==> src/design/sqoe_pkg.sv <==
// Shared types and codes for the stack/queue opcode engine.
package sqoe_pkg;

   // Opcodes carried in a request.
   localparam logic [2:0] ACT_PUSH      = 3'd0;
   localparam logic [2:0] ACT_PRINT_ALL = 3'd1;
   localparam logic [2:0] ACT_ADD       = 3'd2;
   localparam logic [2:0] ACT_PRINT_TOP = 3'd3;
   localparam logic [2:0] ACT_SWAP      = 3'd4;

   // Error codes returned in a response.
   localparam logic [2:0] ERR_NONE      = 3'd0;
   localparam logic [2:0] ERR_BAD_ARG   = 3'd1;
   localparam logic [2:0] ERR_ADD_SHORT = 3'd2;
   localparam logic [2:0] ERR_TOP_EMPTY = 3'd3;
   localparam logic [2:0] ERR_SWAP_SHORT = 3'd4;
   localparam logic [2:0] ERR_FULL      = 3'd5;

   typedef struct packed {
      logic [2:0]         action;
      logic signed [31:0] push_value;
      logic               value_ok;
   } req_type;

   typedef struct packed {
      logic signed [31:0] out_value;
      logic [2:0]         error_code;
      logic               last;
   } rsp_type;

   // Classified operation handed from front end to back end.
   typedef enum logic [2:0] {
      OP_NONE,
      OP_PUSH,
      OP_BAD_ARG,
      OP_PRINT_ALL,
      OP_ADD,
      OP_PRINT_TOP,
      OP_SWAP
   } op_type;

   typedef struct packed {
      op_type             op;
      logic signed [31:0] value;
   } cmd_type;

   typedef enum logic [2:0] {
      ST_IDLE,
      ST_WALK,
      ST_TOP,
      ST_ADD,
      ST_SWAP_LO,
      ST_SWAP_HI
   } back_state_type;

endpackage

==> src/design/sqoe_front.sv <==
// Front end: accepts requests, decodes opcodes into commands.
module sqoe_front
   import sqoe_pkg::*;
(
   input  logic    clock,
   input  logic    reset,
   input  logic    req_valid,
   output logic    req_stall,
   input  req_type req_data,
   output logic    cmd_valid,
   output cmd_type cmd_data,
   input  logic    cmd_ready
);

   logic    hold_valid_ff, hold_valid_in;
   cmd_type hold_ff, hold_in;
   logic    accept;
   op_type  op_dec;

   always_comb begin
      unique case (req_data.action)
         ACT_PUSH:      op_dec = req_data.value_ok ? OP_PUSH : OP_BAD_ARG;
         ACT_PRINT_ALL: op_dec = OP_PRINT_ALL;
         ACT_ADD:       op_dec = OP_ADD;
         ACT_PRINT_TOP: op_dec = OP_PRINT_TOP;
         ACT_SWAP:      op_dec = OP_SWAP;
         default:       op_dec = OP_NONE;
      endcase
   end

   assign req_stall = hold_valid_ff && !cmd_ready;
   assign accept    = req_valid && !req_stall;

   always_comb begin
      hold_valid_in = hold_valid_ff;
      hold_in       = hold_ff;
      if (hold_valid_ff && cmd_ready) begin
         hold_valid_in = 1'b0;
      end
      // unknown opcodes are dropped here
      if (accept) begin
         hold_valid_in = (op_dec != OP_NONE);
         hold_in.op    = op_dec;
         hold_in.value = req_data.push_value;
      end
   end

   always_ff @(posedge clock) begin
      if (reset) begin
         hold_valid_ff <= 1'b0;
      end else begin
         hold_valid_ff <= hold_valid_in;
      end
      hold_ff <= hold_in;
   end

   assign cmd_valid = hold_valid_ff;
   assign cmd_data  = hold_ff;

endmodule

==> src/design/sqoe_cmd_queue.sv <==
// Two-entry command queue between front end and back end.
module sqoe_cmd_queue
   import sqoe_pkg::*;
(
   input  logic    clock,
   input  logic    reset,
   input  logic    push_valid,
   input  cmd_type push_data,
   output logic    push_ready,
   output logic    pop_valid,
   output cmd_type pop_data,
   input  logic    pop_ready
);

   cmd_type    slots_ff [2];
   logic       wr_ptr_ff, wr_ptr_in;
   logic       rd_ptr_ff, rd_ptr_in;
   logic [1:0] fill_ff, fill_in;
   logic       do_push, do_pop;

   assign push_ready = (fill_ff != 2'd2);
   assign pop_valid  = (fill_ff != 2'd0);
   assign pop_data   = slots_ff[rd_ptr_ff];
   assign do_push    = push_valid && push_ready;
   assign do_pop     = pop_valid && pop_ready;

   always_comb begin
      wr_ptr_in = do_push ? ~wr_ptr_ff : wr_ptr_ff;
      rd_ptr_in = do_pop ? ~rd_ptr_ff : rd_ptr_ff;
      fill_in   = fill_ff + {1'b0, do_push} - {1'b0, do_pop};
   end

   always_ff @(posedge clock) begin
      if (reset) begin
         wr_ptr_ff <= 1'b0;
         rd_ptr_ff <= 1'b0;
         fill_ff   <= 2'd0;
      end else begin
         wr_ptr_ff <= wr_ptr_in;
         rd_ptr_ff <= rd_ptr_in;
         fill_ff   <= fill_in;
      end
   end

   always_ff @(posedge clock) begin
      if (do_push) begin
         slots_ff[wr_ptr_ff] <= push_data;
      end
   end

endmodule

==> src/design/sqoe_back.sv <==
// Back end: ring store, sequencer and response register.
module sqoe_back
   import sqoe_pkg::*;
#(
   parameter int DEPTH = 64
)(
   input  logic    clock,
   input  logic    reset,
   input  logic    queue_mode,
   input  logic    cmd_valid,
   input  cmd_type cmd_data,
   output logic    cmd_pop,
   output logic    rsp_valid,
   output rsp_type rsp_data,
   input  logic    rsp_stall
);

   localparam int AW = $clog2(DEPTH);
   localparam int CW = $clog2(DEPTH + 1);
   localparam logic [AW:0]   DEPTH_W  = (AW + 1)'(DEPTH);
   localparam logic [AW-1:0] LAST_IDX = AW'(DEPTH - 1);
   localparam logic [CW-1:0] FULL_CNT = CW'(DEPTH);
   localparam logic [CW-1:0] TWO_CNT  = CW'(2);

   function automatic logic [AW-1:0] ring_at(input logic [AW-1:0] base,
                                             input logic [AW-1:0] off);
      logic [AW:0] sum;
      sum = {1'b0, base} + {1'b0, off};
      if (sum >= DEPTH_W) begin
         sum = sum - DEPTH_W;
      end
      return sum[AW-1:0];
   endfunction

   logic signed [31:0] entries_ff [DEPTH];
   logic signed [31:0] rd_a_ff, rd_b_ff;

   back_state_type state_ff, state_in;
   logic [AW-1:0]  top_ff, top_in;
   logic [CW-1:0]  count_ff, count_in;
   logic [AW-1:0]  idx_ff, idx_in;
   logic           rsp_valid_ff, rsp_valid_in;
   rsp_type        rsp_ff, rsp_in;

   logic               out_free;
   logic               wr_en;
   logic [AW-1:0]      wr_addr;
   logic signed [31:0] wr_data;
   logic [AW-1:0]      rd_addr_a, rd_addr_b;
   logic [AW-1:0]      second;
   logic [AW-1:0]      top_dec;
   logic               idx_last;
   logic               emit;
   rsp_type            emit_data;

   assign out_free = !rsp_valid_ff || !rsp_stall;
   assign second   = ring_at(top_ff, AW'(1));
   assign top_dec  = (top_ff == '0) ? LAST_IDX : top_ff - 1'b1;
   assign idx_last = ((CW'(idx_ff) + 1'b1) == count_ff);
   assign rd_addr_b = second;

   always_comb begin
      state_in  = state_ff;
      top_in    = top_ff;
      count_in  = count_ff;
      idx_in    = idx_ff;
      cmd_pop   = 1'b0;
      wr_en     = 1'b0;
      wr_addr   = top_ff;
      wr_data   = rd_a_ff;
      rd_addr_a = top_ff;
      emit      = 1'b0;
      emit_data = '0;

      unique case (state_ff)
         ST_IDLE: begin
            if (cmd_valid && out_free) begin
               cmd_pop = 1'b1;
               emit_data.last = 1'b1;
               unique case (cmd_data.op)
                  OP_NONE: begin
                  end
                  OP_BAD_ARG: begin
                     emit = 1'b1;
                     emit_data.error_code = ERR_BAD_ARG;
                  end
                  OP_PUSH: begin
                     if (count_ff == FULL_CNT) begin
                        emit = 1'b1;
                        emit_data.error_code = ERR_FULL;
                     end else begin
                        wr_en   = 1'b1;
                        wr_data = cmd_data.value;
                        if (queue_mode) begin
                           wr_addr = ring_at(top_ff, count_ff[AW-1:0]);
                        end else begin
                           wr_addr = top_dec;
                           top_in  = top_dec;
                        end
                        count_in = count_ff + 1'b1;
                     end
                  end
                  OP_PRINT_ALL: begin
                     if (count_ff != '0) begin
                        idx_in   = '0;
                        state_in = ST_WALK;
                     end
                  end
                  OP_ADD: begin
                     if (count_ff < TWO_CNT) begin
                        emit = 1'b1;
                        emit_data.error_code = ERR_ADD_SHORT;
                     end else begin
                        state_in = ST_ADD;
                     end
                  end
                  OP_PRINT_TOP: begin
                     if (count_ff == '0) begin
                        emit = 1'b1;
                        emit_data.error_code = ERR_TOP_EMPTY;
                     end else begin
                        state_in = ST_TOP;
                     end
                  end
                  OP_SWAP: begin
                     if (count_ff < TWO_CNT) begin
                        emit = 1'b1;
                        emit_data.error_code = ERR_SWAP_SHORT;
                     end else begin
                        state_in = ST_SWAP_LO;
                     end
                  end
                  default: begin
                  end
               endcase
            end
         end
         ST_WALK: begin
            // rd_a_ff holds the entry at idx_ff; prefetch the next one on emit
            rd_addr_a = ring_at(top_ff, idx_ff);
            if (out_free) begin
               emit                 = 1'b1;
               emit_data.out_value  = rd_a_ff;
               emit_data.error_code = ERR_NONE;
               emit_data.last       = idx_last;
               if (idx_last) begin
                  state_in = ST_IDLE;
               end else begin
                  idx_in    = idx_ff + 1'b1;
                  rd_addr_a = ring_at(top_ff, idx_ff + 1'b1);
               end
            end
         end
         ST_TOP: begin
            if (out_free) begin
               emit                 = 1'b1;
               emit_data.out_value  = rd_a_ff;
               emit_data.error_code = ERR_NONE;
               emit_data.last       = 1'b1;
               state_in             = ST_IDLE;
            end
         end
         ST_ADD: begin
            wr_en    = 1'b1;
            wr_addr  = second;
            wr_data  = rd_a_ff + rd_b_ff;
            top_in   = second;
            count_in = count_ff - 1'b1;
            state_in = ST_IDLE;
         end
         ST_SWAP_LO: begin
            wr_en    = 1'b1;
            wr_addr  = top_ff;
            wr_data  = rd_b_ff;
            state_in = ST_SWAP_HI;
         end
         ST_SWAP_HI: begin
            // rd_a_ff still has the old top: read-before-write
            wr_en    = 1'b1;
            wr_addr  = second;
            wr_data  = rd_a_ff;
            state_in = ST_IDLE;
         end
         default: begin
            state_in = ST_IDLE;
         end
      endcase
   end

   always_comb begin
      rsp_valid_in = rsp_valid_ff;
      rsp_in       = rsp_ff;
      if (emit) begin
         rsp_valid_in = 1'b1;
         rsp_in       = emit_data;
      end else if (!rsp_stall) begin
         rsp_valid_in = 1'b0;
      end
   end

   always_ff @(posedge clock) begin
      if (reset) begin
         state_ff     <= ST_IDLE;
         top_ff       <= '0;
         count_ff     <= '0;
         idx_ff       <= '0;
         rsp_valid_ff <= 1'b0;
      end else begin
         state_ff     <= state_in;
         top_ff       <= top_in;
         count_ff     <= count_in;
         idx_ff       <= idx_in;
         rsp_valid_ff <= rsp_valid_in;
      end
      rsp_ff <= rsp_in;
   end

   always_ff @(posedge clock) begin
      if (wr_en) begin
         entries_ff[wr_addr] <= wr_data;
      end
      rd_a_ff <= entries_ff[rd_addr_a];
      rd_b_ff <= entries_ff[rd_addr_b];
   end

   assign rsp_valid = rsp_valid_ff;
   assign rsp_data  = rsp_ff;

endmodule

==> src/design/stack_queue_opcode_engine.sv <==
// Top level of the stack/queue opcode engine.
//
//   channel   ports                          dir  request
//   req       req_valid/req_stall/req_data   in   one opcode with push argument
//   rsp       rsp_valid/rsp_stall/rsp_data   out  printed entry or error code
//   csr       csr_valid/csr_ready/csr_data   in   queue_mode bit
//
// Push and error results are handled directly from idle. Add, swap, print
// top do a registered store read, then write-back or emit (swap uses the
// single write port twice). Print all emits N entries for N entries, one
// per cycle while rsp is not stalled. Front register plus a 2-deep command
// queue absorb requests while the back end works or rsp is stalled. Synchronous
// reset empties the store (no clearing pass; entries are only read once written).
module stack_queue_opcode_engine
   import sqoe_pkg::*;
#(
   parameter int DEPTH = 64
)(
   input  logic    clock,
   input  logic    reset,
   input  logic    req_valid,
   output logic    req_stall,
   input  req_type req_data,
   output logic    rsp_valid,
   input  logic    rsp_stall,
   output rsp_type rsp_data,
   input  logic    csr_valid,
   output logic    csr_ready,
   input  logic    csr_data
);

   logic    queue_mode_ff, queue_mode_in;

   logic    front_valid, front_ready;
   cmd_type front_cmd;
   logic    q_valid, q_pop;
   cmd_type q_cmd;

   // the user must write config only while idle; the block does not enforce it, so always ready
   assign csr_ready = 1'b1;

   always_comb begin
      queue_mode_in = queue_mode_ff;
      if (csr_valid && csr_ready) begin
         queue_mode_in = csr_data;
      end
   end

   always_ff @(posedge clock) begin
      if (reset) begin
         queue_mode_ff <= 1'b0;
      end else begin
         queue_mode_ff <= queue_mode_in;
      end
   end

   // decode stage
   sqoe_front u_front (
      .clock     (clock),
      .reset     (reset),
      .req_valid (req_valid),
      .req_stall (req_stall),
      .req_data  (req_data),
      .cmd_valid (front_valid),
      .cmd_data  (front_cmd),
      .cmd_ready (front_ready)
   );

   // decouples decode from execution
   sqoe_cmd_queue u_queue (
      .clock      (clock),
      .reset      (reset),
      .push_valid (front_valid),
      .push_data  (front_cmd),
      .push_ready (front_ready),
      .pop_valid  (q_valid),
      .pop_data   (q_cmd),
      .pop_ready  (q_pop)
   );

   // ring store and sequencer
   sqoe_back #(
      .DEPTH (DEPTH)
   ) u_back (
      .clock      (clock),
      .reset      (reset),
      .queue_mode (queue_mode_ff),
      .cmd_valid  (q_valid),
      .cmd_data   (q_cmd),
      .cmd_pop    (q_pop),
      .rsp_valid  (rsp_valid),
      .rsp_data   (rsp_data),
      .rsp_stall  (rsp_stall)
   );

endmodule
==> config.mk <==
export PLATFORM = sky130hd
export DESIGN_NAME = stack_queue_opcode_engine
export DESIGN_NICKNAME = d
export VERILOG_FILES = /design/src/design/sqoe_pkg.sv /design/src/design/sqoe_front.sv /design/src/design/sqoe_cmd_queue.sv /design/src/design/sqoe_back.sv /design/src/design/stack_queue_opcode_engine.sv
export SDC_FILE = /design/constraint.sdc
export NUM_CORES = 2
export LEC_CHECK = 0
export ABC_AREA = 1
export BUFFER_PORTS_ARGS = -buffer_cell sky130_fd_sc_hd__buf_2
export CAP_MARGIN = 20
export CORE_UTILIZATION = 28
export CTS_CLUSTER_SIZE = 28
export DETAILED_ROUTE_END_ITERATION = 6
export MAX_ROUTING_LAYER = met4
export PLACE_DENSITY = 0.46
export SETUP_SLACK_MARGIN = 0.1
export SLEW_MARGIN = 40
export SYNTH_ARGS = -nofsm -noshare
export SYNTH_HDL_FRONTEND = slang
export SYNTH_SLANG_ARGS = --single-unit
==> constraint.sdc <==
create_clock -name clock -period 6.6 [get_ports clock]
set_input_delay 1.32 -clock clock [delete_from_list [all_inputs] [get_ports clock]]
set_output_delay 1.32 -clock clock [all_outputs]
set_load 0.05 [all_outputs]
# After elaboration in Yosys (flattened, before gate mapping)
# Memories as Yosys holds them, arrays and structs flattened. A register that Yosys moved wholly into a read port is not among the register bits.
# Cells that the tools add are included.
# word_totals
register_bits	100
mem_bits_rw	2118
input_bits	42
out_inout_bits	39
word_cells	179
mem_count	2
# memory_table
name	depth	word_bits	rd	rd_clocked_by_memory_dff	wr	line	text
u_back.entries_ff	64	32	2	2	1	sqoe_back.sv:35	logic signed [31:0] entries_ff [DEPTH];
u_queue.slots_ff	2	35	1	1	1	sqoe_cmd_queue.sv:15	cmd_type slots_ff [2];
# op_classes
n_addsub	16
order_cmp	5
eq_ne	34
mux	77
bitwise_logic	2
n_reduce_logical	28
# ops
op	count
$mux 6	21
$mux 32	3
$pmux 32 s3	1
$mux 36	2
$pmux 32 s2	1
$pmux 6 s2	3
$add 32x32->32	1
$mux 3	10
$pmux 3 s5	2
$sub 6x1->6 const B	5
$ge 7x7->1 const B	4
$pmux 3 s4	2
$add 6x6->7	3
$mux 7	3
$mux 1	20
$eq 3x2->1 const B	6
$eq 3x3->1 const B	6
$add 6x1->7 const B	2
$pmux 7 s2	1
$ne 2x1->1 const B	6
$ne 2x2->1 const B	6
$pmux 4 s3	1
$eq 3x1->1 const B	3
$ne 3x3->1 const B	3
other kinds (30)	47

# Depth between registers and ports, before layout
# logic_depth
word_depth	8
mapped_depth	23

# By module
# Synthesis repeated with hierarchy kept, for this count alone.
# unflattened
cells_unflattened	13114
area_unflattened_um2	119419.5
# by_module_without_submodules
mod	n_inst	cells_per_inst	area_each_um2	seq_area_each_um2
sqoe_back	1	12907	115288.1	64321.7
sqoe_cmd_queue	1	145	2922.8	2202.1
sqoe_front	1	53	1152.4	1071.0
stack_queue_opcode_engine	1	9	56.3	20.0

# Worst setup path after synthesis
# Ideal clock, no wire load.
# synth_path
path_type	input-to-reg
startpoint	in rsp_stall
endpoint	mem u_back.entries_ff[0][6] (data pin)
setup_time_ps	702
t_arrival_ps	4756
required_ps	5898
path_slack_ps	1143
path_stages	10
path_buffers	0
path_cell_list	nand2_1 -> inv_1 -> a21oi_1 -> inv_1 -> nor2_1 -> nand2_1 -> nand2_2 -> inv_2 -> nor2_1 -> o21ai_0
# synth_via
elab_chain_cells	5
# synth_lines
element	line	text
start, declared	stack_queue_opcode_engine.sv:25	input logic rsp_stall,
$logic_not 1->1	sqoe_back.sv:56	assign out_free = !rsp_valid_ff || !rsp_stall;
$logic_or 1x1->1	sqoe_back.sv:56	
$logic_and 1x1->1	sqoe_back.sv:77	if (cmd_valid && out_free) begin
$mux 32	sqoe_back.sv:77	
$pmux 32 s3	sqoe_back.sv:75	unique case (state_ff)
via u_back.wr_data[6]	sqoe_back.sv:48	logic signed [31:0] wr_data;
end, declared	sqoe_back.sv:35	
# The timed path passes the listed nets, and every way through them passes these cells.

==> impl_metrics.json <==
{
  "finalWorstSetupSlack_ps": 1541,
  "syn_inst": 12770,
  "grt_pass1_vias": 92270,
  "fin_worst_skew_ps": 46.51,
  "crit_type": "reg2reg",
  "synth_top_flop_cell": "edfxtp_1",
  "clkPwrFrac": 0.210,
  "nNetsFinal": 12530,
  "dieHeight_um": 654,
  "grt_max_degree": 150,
  "fin_area_sq_mm": 0.1357,
  "io-pin-count": 81,
  "syn_nets": 12870,
  "grt_first_pass_wirelength_mm": 669.2,
  "finalSetupTns_ps": 0,
  "clk_latency_ps": 940,
  "vias": 97290,
  "p_int_uw": 37700,
  "rsz0062_at_grt": "false",
  "p_sw_uw": 32470,
  "hold_class": "reg2reg",
  "synth_edf_count": 2189,
  "dpl_worst_slack_ps": 869.0,
  "grt.total_usage": 0.2160,
  "max_slew_margin": 0.2681,
  "clk_path_buf_depth": 4,
  "powerDensity_mw_per_mm2": 517.0,
  "synth_commonest_cells": "nand3_1, edfxtp_1, nand2_1, inv_1, o21ai_0",
  "fin_crit_ps": 5059,
  "start_util": 0.2811,
  "swShare": 0.4627,
  "cts_resized": 0,
  "fmax_ghz": 0.1977,
  "max_cap_viol_count": 0,
  "placed_area_sq_mm": 0.1270,
  "tightestPinTransition_ps": 1089,
  "worstPathArrival_ps": 5600,
  "synth_area_sq_mm": 0.1190,
  "avgSynthCellArea_sq_um": 9.325,
  "required_ps": 7140,
  "wl_mm": 464.1,
  "synth.area.top_cells": "edfxtp_1, nand3_1, o21ai_0",
  "finalNonFillerCells": 18310,
  "clock_sinks": 2283,
  "finish.utilization": 0.3206,
  "h-tree-depth": 5,
  "drc": 88,
  "vdd_ir_drop_max_v": 0.0004256,
  "wl_per_cell_um": 25.35,
  "p_comb_frac": 0.479,
  "violations": "design-rule violations",
  "cts_setup_buffers": 0,
  "dp_cells": 17810,
  "synth_top_area_share": 0.5522,
  "crit_fanout": 32,
  "seq_area_frac_synth": 0.5681,
  "io_buffer_count": 79,
  "cp_slowest_cell": "nand2_1",
  "setup_violations": 0,
  "fp-row-count": 239,
  "ys_warn_count": 0,
  "power.leakage_uw": 0.04890,
  "yosys.cell_count.top_type": "nand3_1",
  "vias_per_cell": 5.313,
  "die_w_um": 654,
  "pwr-share-seq": 0.310,
  "grt_overflow": 0,
  "path_cells": "inv_2, or2_1, o21ai_0, inv_1, nand3_1, nor2_1, nand2_1, nor2_2, inv_2, o221ai_1, a31oi_1, nand2_1, buf_4, nor2_4, buf_4",
  "die-area_sq_mm": 0.4277,
  "core_sq_mm": 0.4234,
  "hold_buffers": 0,
  "drv_slew": 0,
  "drt_iter0_markers": 10590,
  "ys_ff_latch": 2283,
  "synth_cell_types": 53,
  "clk_pin_slew_ps": 60,
  "dr.pass1.iters": 7,
  "critPathMaxStageDelay_ps": 750,
  "synth_top_area_cell": "edfxtp_1",
  "place_congestion": 0.8658,
  "status": "finished, violations left",
  "hold_viol": 0,
  "crit_path_end_kind": "flop",
  "hpwlAfterDp_mm": 266.3,
  "period_share": 0.7665,
  "drtAntennaViolNets": 0,
  "drive_gt1_frac": 0.07553,
  "setup.worst_path.start_class": "flop",
  "tritoncts.num_buffers": 269,
  "antenna_found_initial": 31,
  "cts-root-buf": "clkbuf_16",
  "synthToLayoutAreaGrowth_pct": 14.04,
  "synth_async_sr_flop_share": 0,
  "tritoncts": "built"
}
## registers in the layout (all words and copies together) (netlist names), named ones only
| signal | flops |
|---|---|
| u_back.state_ff | 3 |
| u_queue.slots_ff | 70 |
| u_back.rd_b_ff | 32 |
| u_front.cmd_valid | 1 |
| u_back.idx_ff | 6 |
| u_queue.fill_ff | 2 |
| u_front.cmd_data | 35 |
| u_back.rsp_valid | 1 |
| u_back.rd_a_ff | 32 |
| u_back.rsp_data | 36 |
| u_back.top_ff | 6 |
| u_back.count_ff | 7 |
| u_queue.rd_ptr_ff | 1 |
| queue_mode_ff | 1 |
| u_back.entries_ff | 2048 |
| u_queue.wr_ptr_ff | 1 |
## metal layers
metal / share of wire / GRT usage
met4: 0.024 / 0.05294
met3: 0.074 / 0.03186
met2: 0.46 / 0.3372
met1: 0.45 / 0.2945
met5: 0 / -
## layout by cell type (no fill, tap or decap), drive strengths merged, types with 5 or more instances in the layout
master | Yosys | routed
a211oi | 284 | 284
a21oi | 576 | 576
a221oi | 41 | 41
a31oi | 8 | 8
buf | 410 | 421
bufinv | 0 | 13
clkbuf | 622 | 378
clkinv | 2 | 72
dfxtp | 94 | 94
diode | 0 | 16
edfxtp | 2189 | 2189
fa | 5 | 5
ha | 57 | 57
inv | 1330 | 1342
nand2 | 1480 | 1480
nand3 | 2252 | 2252
nand3b | 758 | 758
nand4 | 17 | 17
nor2 | 866 | 866
nor3 | 251 | 251
nor4 | 5 | 5
o2111ai | 11 | 11
o211ai | 28 | 28
o21ai | 1142 | 1142
o221ai | 10 | 10
o22ai | 125 | 125
o311ai | 12 | 12
o31ai | 30 | 30
o32ai | 83 | 83
or2 | 17 | 17
xnor2 | 9 | 9
xor2 | 17 | 17
## worst paths after layout
check	from	endpoint	slack, ps	cells past startpoint
setup / recovery	flop	u_back.entries_ff[22][30]	1540	15
hold / removal	u_front.cmd_data[32]	u_queue.slots_ff[0][32]	470	0
setup reg to reg	flop	u_back.entries_ff[22][30]	1540	15
hold reg to reg	u_front.cmd_data[32]	u_queue.slots_ff[0][32]	470	0
## power groups by stage
stage	Clock, uW	Combinational [uW]	Sequential [uW]
finish	14800	33600	21800
global route	15600	36000	21800
CTS	15100	33000	21800
detailed placement	0	32900	22100
global placement	0	32800	22100
floorplan	0	18500	22500
## critical path, delay by kind of cell (launching register included)
| kind | cells | cell delay, ps |
|---|---|---|
| compound gates | 3 | 920 |
| simple gates | 7 | 1480 |
| buf+inv | 5 | 1700 |
| flops | 1 | 510 |
## cell families after synthesis
family / Yosys count / synth area share
XOR/XNOR: 26 / 0.001913
flip-flops: 2283 / 0.5681
AND/OR/NAND/NOR: 5650 / 0.2298
other: 1 / 0.00003150
adder cells (fa/ha/maj): 62 / 0.006833
AO/OA/AOI/OAI: 2375 / 0.1141
buffers and inverters: 2364 / 0.07893
multiplexers: 4 / 0.0003364
## metrics by stage
step	total power, uW	hold WS [ps]
2_1_floorplan	41010	421.5
3_3_place_gp	54910	460.4
3_5_place_dp	55010	438.6
4_1_cts	69860	471.7
5_1_grt	73410	483.7
6_report	70180	467.8
## cell type report
class / count / area [sq um]
Fill cell: 43620 / 287700
Antenna cell: 16 / 40.04
Multi-Input combinational cell: 8118 / 43100
Tap cell: 5663 / 7086
Clock buffer: 377 / 7487
Timing Repair Buffer: 422 / 4405
Inverter: 1332 / 5057
Clock inverter: 99 / 957.2
Sequential cell: 2283 / 67620
No activity file was read; power rests on OpenSTA's default activity.
